`src/srec_pkg.sv`:
```
// ----------------------------------------------------------------------------
// srec_pkg: shared types and constants of the S-record loader
// Holds the token word passed from the character front end to the record
// engine, the result word, event codes and the character constants.
// ----------------------------------------------------------------------------
package srec_pkg;

	// Event codes carried on event_res.
	localparam logic [2:0] EV_WRITE       = 3'd0;
	localparam logic [2:0] EV_ACCEPT      = 3'd1;
	localparam logic [2:0] EV_MISMATCH    = 3'd2;
	localparam logic [2:0] EV_UNSUPPORTED = 3'd3;
	localparam logic [2:0] EV_FINISHED    = 3'd4;

	// Characters of interest in the stream.
	localparam logic [7:0] CHAR_S    = 8'h53;
	localparam logic [7:0] CHAR_0    = 8'h30;
	localparam logic [7:0] CHAR_1    = 8'h31;
	localparam logic [7:0] CHAR_9    = 8'h39;
	localparam logic [7:0] CHAR_UA   = 8'h41;
	localparam logic [7:0] CHAR_UF   = 8'h46;
	localparam logic [7:0] CHAR_LA   = 8'h61;
	localparam logic [7:0] CHAR_LF   = 8'h66;
	localparam logic [7:0] HEX_ALPHA = 8'd10;

	// Reset value of the base address register.
	localparam logic [31:0] BASE_RESET = 32'h0008_0004;

	// One classified character.
	typedef struct packed {
		logic       is_s;
		logic       is_0;
		logic       is_1;
		logic       is_9;
		logic [3:0] nib;
	} token_t;

	// One result word.
	typedef struct packed {
		logic [2:0]  event_res;
		logic [31:0] write_address;
		logic [7:0]  write_data;
	} result_t;

endpackage

```
`src/srec_fifo.sv`:
```
// ----------------------------------------------------------------------------
// srec_fifo: small synchronous queue
// Register-based queue with full and empty flags; push and pop may happen in
// the same cycle. The head word is shown while empty is low.
// ----------------------------------------------------------------------------
module srec_fifo #(
	parameter int DEPTH = 4,
	parameter int WIDTH = 8
) (
	input  logic             clk,
	input  logic             arst_n,
	input  logic             push,
	input  logic [WIDTH-1:0] din,
	output logic             full,
	input  logic             pop,
	output logic [WIDTH-1:0] dout,
	output logic             empty
);
	localparam int PW = (DEPTH > 1) ? $clog2(DEPTH) : 1;
	localparam int CW = $clog2(DEPTH + 1);

	logic [WIDTH-1:0] mem [DEPTH];
	logic [PW-1:0]    wr_ptr_q;
	logic [PW-1:0]    rd_ptr_q;
	logic [CW-1:0]    count_q;
	logic             do_push;
	logic             do_pop;

	assign full    = (count_q == CW'(DEPTH));
	assign empty   = (count_q == '0);
	assign do_push = push && !full;
	assign do_pop  = pop && !empty;
	assign dout    = mem[rd_ptr_q];

	// Storage is written at the tail pointer.
	always_ff @(posedge clk) begin
		if (do_push) begin
			mem[wr_ptr_q] <= din;
		end
	end

	// Pointers and fill count.
	always_ff @(posedge clk or negedge arst_n) begin
		if (!arst_n) begin
			wr_ptr_q <= '0;
			rd_ptr_q <= '0;
			count_q  <= '0;
		end else begin
			if (do_push) begin
				wr_ptr_q <= (wr_ptr_q == PW'(DEPTH - 1)) ? '0 : wr_ptr_q + PW'(1);
			end
			if (do_pop) begin
				rd_ptr_q <= (rd_ptr_q == PW'(DEPTH - 1)) ? '0 : rd_ptr_q + PW'(1);
			end
			if (do_push && !do_pop) begin
				count_q <= count_q + CW'(1);
			end else if (do_pop && !do_push) begin
				count_q <= count_q - CW'(1);
			end
		end
	end

endmodule

```
`src/srec_front.sv`:
```
// ----------------------------------------------------------------------------
// srec_front: character classifier
// Turns one received character into a token: flags for the record marker
// and type digits of interest, plus its hex digit value (zero if not hex).
// ----------------------------------------------------------------------------
module srec_front (
	input  logic           [7:0] rx_char,
	output srec_pkg::token_t     tok
);
	import srec_pkg::*;

	logic [7:0] nib_wide;

	// Hex digit decode; anything that is not a hex digit counts as zero.
	always_comb begin
		nib_wide = '0;
		if (rx_char >= CHAR_0 && rx_char <= CHAR_9) begin
			nib_wide = rx_char - CHAR_0;
		end else if (rx_char >= CHAR_UA && rx_char <= CHAR_UF) begin
			nib_wide = rx_char - CHAR_UA + HEX_ALPHA;
		end else if (rx_char >= CHAR_LA && rx_char <= CHAR_LF) begin
			nib_wide = rx_char - CHAR_LA + HEX_ALPHA;
		end
	end

	// Token assembly.
	assign tok.is_s = (rx_char == CHAR_S);
	assign tok.is_0 = (rx_char == CHAR_0);
	assign tok.is_1 = (rx_char == CHAR_1);
	assign tok.is_9 = (rx_char == CHAR_9);
	assign tok.nib  = nib_wide[3:0];

endmodule

```
`src/srec_back.sv`:
```
// ----------------------------------------------------------------------------
// srec_back: record engine
// Consumes one token per cycle while results have room, walks S-record fields,
// keeps checksum and write pointer, pushes memory writes and status events.
// ----------------------------------------------------------------------------
module srec_back (
	input  logic              clk,
	input  logic              arst_n,
	input  logic       [31:0] base_address,
	input  srec_pkg::token_t  tok,
	input  logic              tok_valid,
	output logic              tok_pop,
	input  logic              res_full,
	output logic              res_push,
	output srec_pkg::result_t res
);
	import srec_pkg::*;

	localparam logic [3:0] PH_HUNT  = 4'd0;
	localparam logic [3:0] PH_TYPE  = 4'd1;
	localparam logic [3:0] PH_CNT_H = 4'd2;
	localparam logic [3:0] PH_CNT_L = 4'd3;
	localparam logic [3:0] PH_AH_H  = 4'd4;
	localparam logic [3:0] PH_AH_L  = 4'd5;
	localparam logic [3:0] PH_AL_H  = 4'd6;
	localparam logic [3:0] PH_AL_L  = 4'd7;
	localparam logic [3:0] PH_DAT_H = 4'd8;
	localparam logic [3:0] PH_DAT_L = 4'd9;
	localparam logic [3:0] PH_CK_H  = 4'd10;
	localparam logic [3:0] PH_CK_L  = 4'd11;
	localparam logic [3:0] PH_DONE  = 4'd12;

	logic [3:0]  phase_q;
	logic [3:0]  high_nibble_q;
	logic [7:0]  addr_hi_q;
	logic [7:0]  bytes_left_q;
	logic [7:0]  sum_q;
	logic [31:0] write_pointer_q;

	logic [3:0]  phase_d;
	logic [3:0]  high_nibble_d;
	logic [7:0]  addr_hi_d;
	logic [7:0]  bytes_left_d;
	logic [7:0]  sum_d;
	logic [31:0] write_pointer_d;
	logic        res_valid;
	logic [7:0]  byte_v;
	logic [7:0]  left_dec;

	// A token is taken whenever one waits and the result queue has room.
	assign tok_pop  = tok_valid && !res_full;
	assign res_push = tok_pop && res_valid;
	assign byte_v   = {high_nibble_q, tok.nib};
	assign left_dec = bytes_left_q - 8'd1;

	// Field walker.
	always_comb begin
		phase_d         = phase_q;
		high_nibble_d   = high_nibble_q;
		addr_hi_d       = addr_hi_q;
		bytes_left_d    = bytes_left_q;
		sum_d           = sum_q;
		write_pointer_d = write_pointer_q;
		res_valid       = 1'b0;
		res             = '0;
		case (phase_q)
			PH_HUNT: begin
				if (tok.is_s) begin
					phase_d = PH_TYPE;
				end
			end
			PH_TYPE: begin
				if (tok.is_0) begin
					phase_d = PH_HUNT;
				end else if (tok.is_1) begin
					sum_d   = '0;
					phase_d = PH_CNT_H;
				end else if (tok.is_9) begin
					phase_d       = PH_DONE;
					res_valid     = 1'b1;
					res.event_res = EV_FINISHED;
				end else begin
					phase_d       = PH_HUNT;
					res_valid     = 1'b1;
					res.event_res = EV_UNSUPPORTED;
				end
			end
			PH_CNT_H, PH_AH_H, PH_AL_H, PH_DAT_H, PH_CK_H: begin
				high_nibble_d = tok.nib;
				phase_d       = phase_q + 4'd1;
			end
			PH_CNT_L: begin
				bytes_left_d = (byte_v >= 8'd3) ? byte_v - 8'd3 : 8'd0;
				sum_d        = sum_q + byte_v;
				phase_d      = PH_AH_H;
			end
			PH_AH_L: begin
				addr_hi_d = byte_v;
				sum_d     = sum_q + byte_v;
				phase_d   = PH_AL_H;
			end
			PH_AL_L: begin
				sum_d           = sum_q + byte_v;
				write_pointer_d = base_address + {16'd0, addr_hi_q, byte_v};
				phase_d         = (bytes_left_q != 8'd0) ? PH_DAT_H : PH_CK_H;
			end
			PH_DAT_L: begin
				sum_d             = sum_q + byte_v;
				write_pointer_d   = write_pointer_q + 32'd1;
				bytes_left_d      = left_dec;
				phase_d           = (left_dec != 8'd0) ? PH_DAT_H : PH_CK_H;
				res_valid         = 1'b1;
				res.event_res     = EV_WRITE;
				res.write_address = write_pointer_q;
				res.write_data    = byte_v;
			end
			PH_CK_L: begin
				phase_d       = PH_HUNT;
				res_valid     = 1'b1;
				res.event_res = (byte_v == ~sum_q) ? EV_ACCEPT : EV_MISMATCH;
			end
			PH_DONE: begin
				phase_d = PH_DONE;
			end
			default: begin
				phase_d = PH_HUNT;
			end
		endcase
	end

	// State registers advance on each consumed token.
	always_ff @(posedge clk or negedge arst_n) begin
		if (!arst_n) begin
			phase_q         <= PH_HUNT;
			high_nibble_q   <= '0;
			addr_hi_q       <= '0;
			bytes_left_q    <= '0;
			sum_q           <= '0;
			write_pointer_q <= '0;
		end else if (tok_pop) begin
			phase_q         <= phase_d;
			high_nibble_q   <= high_nibble_d;
			addr_hi_q       <= addr_hi_d;
			bytes_left_q    <= bytes_left_d;
			sum_q           <= sum_d;
			write_pointer_q <= write_pointer_d;
		end
	end

	// Once the load has finished the engine never leaves that phase.
	a_done_sticky: assert property (@(posedge clk) disable iff (!arst_n)
		(phase_q == PH_DONE) |=> (phase_q == PH_DONE))
		else $error("srec_back: left finished phase");

	// Memory writes come only from the low digit of a data byte.
	a_write_phase: assert property (@(posedge clk) disable iff (!arst_n)
		(res_push && res.event_res == EV_WRITE) |-> (phase_q == PH_DAT_L))
		else $error("srec_back: memory write outside data field");

	// Each data byte advances the write pointer by one.
	a_ptr_step: assert property (@(posedge clk) disable iff (!arst_n)
		(tok_pop && phase_q == PH_DAT_L)
		|=> (write_pointer_q == $past(write_pointer_q) + 32'd1))
		else $error("srec_back: write pointer did not advance");

	// No result is produced without consuming a token.
	a_push_pop: assert property (@(posedge clk) disable iff (!arst_n)
		res_push |-> (tok_valid && !res_full))
		else $error("srec_back: result pushed without a token");

endmodule

```
`src/srec_s19_loader.sv`:
```
// Path: a pushed character is held in the token queue, and its result (if any)
// is written into the result queue before it shows on the result ports.
// Throughput: one character per cycle, set by the record engine, which
// consumes one token per cycle while the result queue has room.
// Reset: arst_n clears the queues and returns the parser to hunting for S;
// base_address resets to 0x80004.
// ----------------------------------------------------------------------------
// srec_s19_loader: S19 record loader
// Classifies received characters into a token queue; the record engine
// drains it and queues memory writes and status events for the consumer.
// ----------------------------------------------------------------------------
module srec_s19_loader #(
	parameter int TOKEN_DEPTH  = 4,
	parameter int RESULT_DEPTH = 4
) (
	input  logic        clk,
	input  logic        arst_n,
	input  logic        cfg_we,
	input  logic [31:0] cfg_wdata,
	input  logic        push,
	input  logic [7:0]  rx_char,
	output logic        full,
	input  logic        pop,
	output logic        empty,
	output logic [2:0]  event_res,
	output logic [31:0] write_address,
	output logic [7:0]  write_data
);
	import srec_pkg::*;

	localparam int TW = $bits(token_t);
	localparam int RW = $bits(result_t);

	logic [31:0]   base_address_q;
	token_t        tok_in;
	token_t        tok_out;
	logic [TW-1:0] tok_vec;
	logic          tok_empty;
	logic          tok_pop;
	result_t       res_in;
	result_t       res_out;
	logic [RW-1:0] res_vec;
	logic          res_full;
	logic          res_push;

	// Base address register.
	always_ff @(posedge clk or negedge arst_n) begin
		if (!arst_n) begin
			base_address_q <= BASE_RESET;
		end else if (cfg_we) begin
			base_address_q <= cfg_wdata;
		end
	end

	// Front end: classify each accepted character.
	srec_front u_front (
		.rx_char (rx_char),
		.tok     (tok_in)
	);

	// Token queue between front end and record engine.
	srec_fifo #(
		.DEPTH (TOKEN_DEPTH),
		.WIDTH (TW)
	) u_tok_fifo (
		.clk    (clk),
		.arst_n (arst_n),
		.push   (push),
		.din    (tok_in),
		.full   (full),
		.pop    (tok_pop),
		.dout   (tok_vec),
		.empty  (tok_empty)
	);

	assign tok_out = tok_vec;

	// Record engine.
	srec_back u_back (
		.clk          (clk),
		.arst_n       (arst_n),
		.base_address (base_address_q),
		.tok          (tok_out),
		.tok_valid    (!tok_empty),
		.tok_pop      (tok_pop),
		.res_full     (res_full),
		.res_push     (res_push),
		.res          (res_in)
	);

	// Result queue toward the consumer.
	srec_fifo #(
		.DEPTH (RESULT_DEPTH),
		.WIDTH (RW)
	) u_res_fifo (
		.clk    (clk),
		.arst_n (arst_n),
		.push   (res_push),
		.din    (res_in),
		.full   (res_full),
		.pop    (pop),
		.dout   (res_vec),
		.empty  (empty)
	);

	assign res_out       = res_vec;
	assign event_res     = res_out.event_res;
	assign write_address = res_out.write_address;
	assign write_data    = res_out.write_data;

endmodule
```
`config.mk`:
```
export PLATFORM = sky130hd
export DESIGN_NAME = srec_s19_loader
export DESIGN_NICKNAME = d
export VERILOG_FILES = /design/src/srec_pkg.sv /design/src/srec_fifo.sv /design/src/srec_front.sv /design/src/srec_back.sv /design/src/srec_s19_loader.sv
export SDC_FILE = /design/constraint.sdc
export NUM_CORES = 1
export LEC_CHECK = 0
export BUFFER_PORTS_ARGS = -buffer_cell sky130_fd_sc_hd__buf_2
export CORE_MARGIN = 2
export CORE_UTILIZATION = 55
export CTS_CLUSTER_DIAMETER = 200
export DETAILED_ROUTE_END_ITERATION = 10
export PLACE_DENSITY = 0.88
export SYNTH_ARGS = -nofsm -noshare
export SYNTH_HDL_FRONTEND = slang
export SYNTH_HIERARCHICAL = 1
export SYNTH_SLANG_ARGS = --single-unit
```
`constraint.sdc`:
```
create_clock -name clk -period 4.2 [get_ports clk]
set_clock_uncertainty 0.1 [all_clocks]
set_input_delay 0 -clock clk [delete_from_list [all_inputs] [get_ports clk]]
set_output_delay 0 -clock clk [all_outputs]
set_load 0.01 [all_outputs]
```
* Word-level counts from Yosys, hierarchy flattened
Memory sizes are Yosys's and may differ from the RTL's. Index checks and enable logic that the tools add are counted.
Cells by class: $add $sub $neg 19, magnitude comparators 7, equal/unequal tests 26, muxes and demuxes 37, bitwise logic cells 1, reduce and logical (&&, ||, !) cells 40
Operators with widths (number):
- one-hot mux 32 bit (2 select lines) | 1
- 2-to-1 mux 40 bit | 1
- adder 32 x 1 -> 32 bit (second input constant) | 1
- adder 32 x 16 -> 32 bit | 1
- one-hot mux 4 bit (8 select lines) | 1
- one-hot mux 8 bit (2 select lines) | 2
- 2-to-1 mux 4 bit | 7
- == test 8 x 6 -> 1 bit (second input constant) | 3
- 2-to-1 mux 8 bit | 3
- 2-to-1 mux 3 bit | 7
- == test 4 bit (second input constant) | 5
- == test 4 x 3 -> 1 bit (second input constant) | 4
- greater-or-equal comparator 8 x 7 -> 1 bit (second input constant) | 2
- <= comparator 8 x 7 -> 1 bit (second input constant) | 2
- nonzero test 8 bit | 2
- 2-to-1 mux 2 bit | 7
- logical AND 1 bit | 13
- subtractor 4 x 1 -> 4 bit (second input constant) | 3
- AND reduction 2 bit | 5
- nonzero test 2 bit | 5
- adder 2 x 1 -> 2 bit (second input constant) | 4
- adder 4 bit (second input constant) | 2
- adder 8 bit | 1
- == test 2 bit (second input constant) | 4
- other kinds (25) | 44
Storage, ports and cells: flip-flop bits (word level) 110, memory bits (writable) 204, input port bits 45, output and inout bits 45, logic and storage cells 145, memories kept 2
Memory list:
- u_res_fifo.mem | depth 4, width 43, read ports 1, clocked after memory_dff 0, write ports 1, line srec_fifo.sv:22 | logic [WIDTH-1:0] mem [DEPTH];
- u_tok_fifo.mem | depth 4, width 8, read ports 1, clocked after memory_dff 0, write ports 1, line srec_fifo.sv:22

* Longest topological paths before layout
An unclocked memory read counts as a cell.
depth after elaboration 10, mapped depth 14, gate-level depth less buffers 13

* Hierarchy
Netlist, hierarchy kept.
By module, submodules not included:
- srec_fifo (u_res_fifo) | times used 1, cells each 262, area an instance 6706.4 µm², seq. area each 5340.1 µm²
- srec_back | times used 1, cells each 696, area an instance 5552.8 µm², seq. area each 1601.5 µm²
- srec_fifo (u_tok_fifo) | times used 1, cells each 79, area an instance 1619.1 µm², seq. area each 1136.1 µm²
- srec_s19_loader | times used 1, cells each 69, area an instance 1351.3 µm², seq. area each 803.3 µm²
- srec_front | times used 1, cells each 34, area an instance 262.8 µm², seq. area each 0.0 µm²

* Worst setup path after synthesis
Ideal clock, no wire load.
path type reg-to-reg, start register u_back.phase_q[1], end memory u_res_fifo/mem[3][0] in the netlist's numbering (enable), setup time 0.444 ns, data arrival time 3.527 ns, data required time 3.656 ns, slack 0.130 ns, stages on the path, launching flop included 10, buffers on the path 3, clock period less this slack 4.070 ns, cells stage by stage dfrtp_1 inv_1 ha_1 clkbuf_1 nand2_1 clkbuf_1 buf_1 a31oi_1 nand2_1 nor2_1
Between the ends: longest elaborated chain between the ends 7, elaborated cells on any way between the ends 9, those cells by class eq/ne (3); mux (3); reduce/logical (3)
Ends and longest elaborated chain:
- start: declaration | line srec_back.sv:33 | logic [3:0] phase_q;
- start signal: assignment | line srec_back.sv:141 | phase_q <= phase_d;
- == test 4 bit | line srec_back.sv:66 | case (phase_q)
- OR reduction 2 bit (no source line)
- one-hot mux 1 bit (2 select lines) (*) | line srec_back.sv:66
- logical AND 1 bit (*) | line srec_back.sv:52 | assign res_push = tok_pop && res_valid;
- via res_push | line srec_s19_loader.sv:44 | logic res_push;
- logical AND 1 bit (*) | line srec_fifo.sv:31 | assign do_push = push && !full;
- 2-to-1 mux 1 bit (*) | line srec_fifo.sv:37 | if (do_push) begin
- 2-to-1 mux 1 bit (implied by the code) (*) | line srec_fifo.sv:38 | mem[wr_ptr_q] <= din;
- end: declaration | line srec_fifo.sv:22
Mark *: on every way through the listed nets, which the timed path passes. The rest lies on a longest branch.

==> impl_metrics.tcl <==
set metrics [dict create \
    synth_area_sq_mm 0.0155 \
    path_clk_slew_ns 0.07 \
    r2r_start "u_tok_fifo/rd_ptr_q[0]" \
    num-nets-final 1366 \
    use_met3 0.0375 \
    fin_ws_ns 0.707 \
    p_leak_nw 6.81 \
    antenna_found_initial 1 \
    grt_pass1_wl_um 53500 \
    cp_max_fo 11 \
    fin_crit_ns 3.49 \
    dieWidth_um 172 \
    hold_viol 0 \
    cts_tree "yes" \
    synth.distinct_cells 93 \
    outcome "finished, final reports clean" \
    slew_violations 0 \
    die_h_um 172 \
    max_cap_violations 0 \
    drtAntennaViolNets 0 \
    path_buf_inv 1 \
    async_reset_ff_frac 0.350 \
    first_pass_iters 5 \
    diodes 0 \
    total_power_mw 11.8 \
    cp_slowest_cell "mux4_2" \
    ys_ff_latch 314 \
    ys_seq_area_frac 0.573 \
    cts_buffers 30 \
    synth_top_area_frac 0.395 \
    timing.setup.tns_ns 0 \
    avgSynthCellArea_sq_um 13.6 \
    yosysWarnings 6 \
    r2r_cells 10 \
    slowest_delay_ns 0.67 \
    wire_per_inst_um 20.2 \
    clock-root-buffer "clkbuf_16" \
    rows 61 \
    power.ir.vdd_worst_mv 0.323 \
    drive_gt1_frac 0.239 \
    finalSetupViolations 0 \
    power.density_mw_per_mm2 665 \
    r2r_slack_ns 0.71 \
    io_pins 90 \
    synth_edf_count 204 \
    tightest_slew_ns 1.16 \
    fmax_mhz 286 \
    cp_top_family "compound AO/OA/AOI/OAI gates" \
    drt_iter0_drc 1109 \
    crit_required_ns 4.51 \
    timing.final.crit_share 0.832 \
    use_met2 0.374 \
    grt_start_max_net_pins 69 \
    yosysTopAreaCell "edfxtp_1" \
    crit_arrival_ns 3.81 \
    hold_path.class "input port to asynchronous set/reset pin" \
    cts_max_level 1 \
    vias 10200 \
    drc 0 \
    clkLatencyLatePin_ns 0.55 \
    grt.busiest_layer "met2" \
    crit_type "flop to flop" \
    max_slew_margin 0.225 \
    wl_um 33800 \
    ctsResizeCount 0 \
    met1_usage 0.328 \
    timing.critical_path.cells "buf_4 > mux4_2 > fa_1 > a211oi_1 > o21bai_1 > o21ai_2 > nand2b_1 > a311oi_1 > xor2_1 > o21ai_0" \
    syn_inst 1140 \
    grt_use_total 0.231 \
    gp_congestion 0.901 \
    start_util 0.558 \
    vias_per_cell 6.10 \
    synthTopCellsByArea "edfxtp_1, dfrtp_1, mux4_2, ha_1, mux2_4" \
    syn_nets 1235 \
    place_ws_ns 0.715 \
    cts_buffer_depth 3 \
    ys.flop_type "edfxtp_1" \
    grt_pass1_vias 9952 \
    cts_num_sinks 314 \
    crit_path_end_kind "flop" \
    stdcell_area_sq_mm 0.0177 \
    r2r-end "u_back/write_pointer_q[14]" \
    dp_hpwl_um 22600 \
    area_delta_synth_final_pct 14.4 \
    rsz0062_at_grt "no" \
    core_area_sq_mm 0.0278 \
    io_buffers 89 \
    dieArea_sq_mm 0.0295 \
    grt_overflow 0 \
    dpl_cell_area_sq_mm 0.0162 \
    cp-start-kind "flop" \
]
repair_timing:
action,4_1_cts,5_1_grt
setup buffers,0,0
hold buffers,45,0
endpoints found under the hold margin,147,0
Yosys cell counts, types with 5 or more instances:
cell type,n
edfxtp_1,204
and2_1,10
o211ai_1,6
and3_1,51
o22ai_1,13
buf_2,15
o21ai_1,5
nor3_1,18
a22o_1,5
dfrtp_1,108
nand3_1,38
inv_1,27
buf_12,7
xnor2_1,16
a211oi_1,10
o21bai_1,5
mux2_2,19
a21oi_1,63
a21o_1,10
clkbuf_1,24
mux4_2,51
a31oi_1,5
xor2_1,23
o31ai_1,5
mux2_4,34
o21ai_0,58
ha_1,46
nor2_1,64
nand2_1,73
nand2b_1,8
nand4_1,7
final cells by class:
| class | count | area (sq um) |
|---|---|---|
| Inverter | 28 | 105 |
| Fill cell | 1988 | 10100 |
| Timing Repair Buffer | 150 | 1060 |
| Clock buffer | 32 | 779 |
| Clock inverter | 24 | 268 |
| Sequential cell | 314 | 8880 |
| Tap cell | 378 | 473 |
| Multi-Input combinational cell | 747 | 6170 |
flip-flops by register name, indices dropped and copies added (netlist names):
name and flops:
u_back/high_nibble_q 4, u_tok_fifo/rd_ptr_q 2, u_res_fifo/wr_ptr_q 2, u_back/write_pointer_q 32
u_tok_fifo/wr_ptr_q 2, u_back/addr_hi_q 8, u_res_fifo/rd_ptr_q 2, u_back/bytes_left_q 8
u_back/phase_q 4, u_res_fifo/mem 172, u_tok_fifo/count_q 3, u_res_fifo/count_q 3
u_back/sum_q 8, u_tok_fifo/mem 32, base_address_q 32
per-stage QoR:
step	instances	utilization	hold slack, ns
finish	1673	0.638	0.0246
global placement	1572	0.584	0.0635
CTS	1673	0.638	0.00218
detailed placement	1572	0.584	0.0665
floorplan	1140	-	-0.396
global route	1673	0.638	0.0461
logic make-up (layout without fill, tap and decap cells):
group           Yosys count  after routing  synth area share
compound gates          232            232            0.0970
buf+inv                  79            234            0.0296
fa+ha+maj                50             50            0.0423
simple gates            317            317             0.112
xor+xnor                 39             39            0.0220
flops                   314            314             0.573
mux                     109            109             0.124
power by group:
group	switching, mW	internal, mW
clock network	1.19	1.61
logic	2.36	1.97
registers	0.705	3.95
placed cells by master (no fill, tap or decap), types with 27 or more instances in the layout:
cell type,instances
edfxtp_1,204
dfrtp_1,107
buf_2,88
nand2_1,73
nor2_1,63
a21oi_1,63
o21ai_0,58
and3_1,51
mux4_2,51
ha_1,46
dlygate4sd3_1,45
nand3_1,38
mux2_4,34
clkbuf_16,31
inv_1,27
layer usage:
layer / vias to the layer above / share of wire
met5: - / 0
met4: 0 / 0.021
met3: 65 / 0.072
met2: 476 / 0.48
met1: 5027 / 0.43
li1: 4635 / -
worst max path at each step:
stage	from	end	slack, ns	depth (start not counted)
final	u_tok_fifo/rd_ptr_q[0]	u_back/write_pointer_q[14]	0.71	10
after global routing	u_tok_fifo/rd_ptr_q[0]	u_back/write_pointer_q[13]	0.45	10
after CTS	u_tok_fifo/rd_ptr_q[0]	u_back/write_pointer_q[14]	0.69	10
after detailed placement	u_tok_fifo/rd_ptr_q[0]	u_back/write_pointer_q[14]	0.71	10
after global placement	u_tok_fifo/rd_ptr_q[0]	u_back/write_pointer_q[14]	0.78	10
after floorplan	u_back/phase_q[1]	u_res_fifo/mem[3][0]	0.13	9
(Power assumes the default switching activity.)
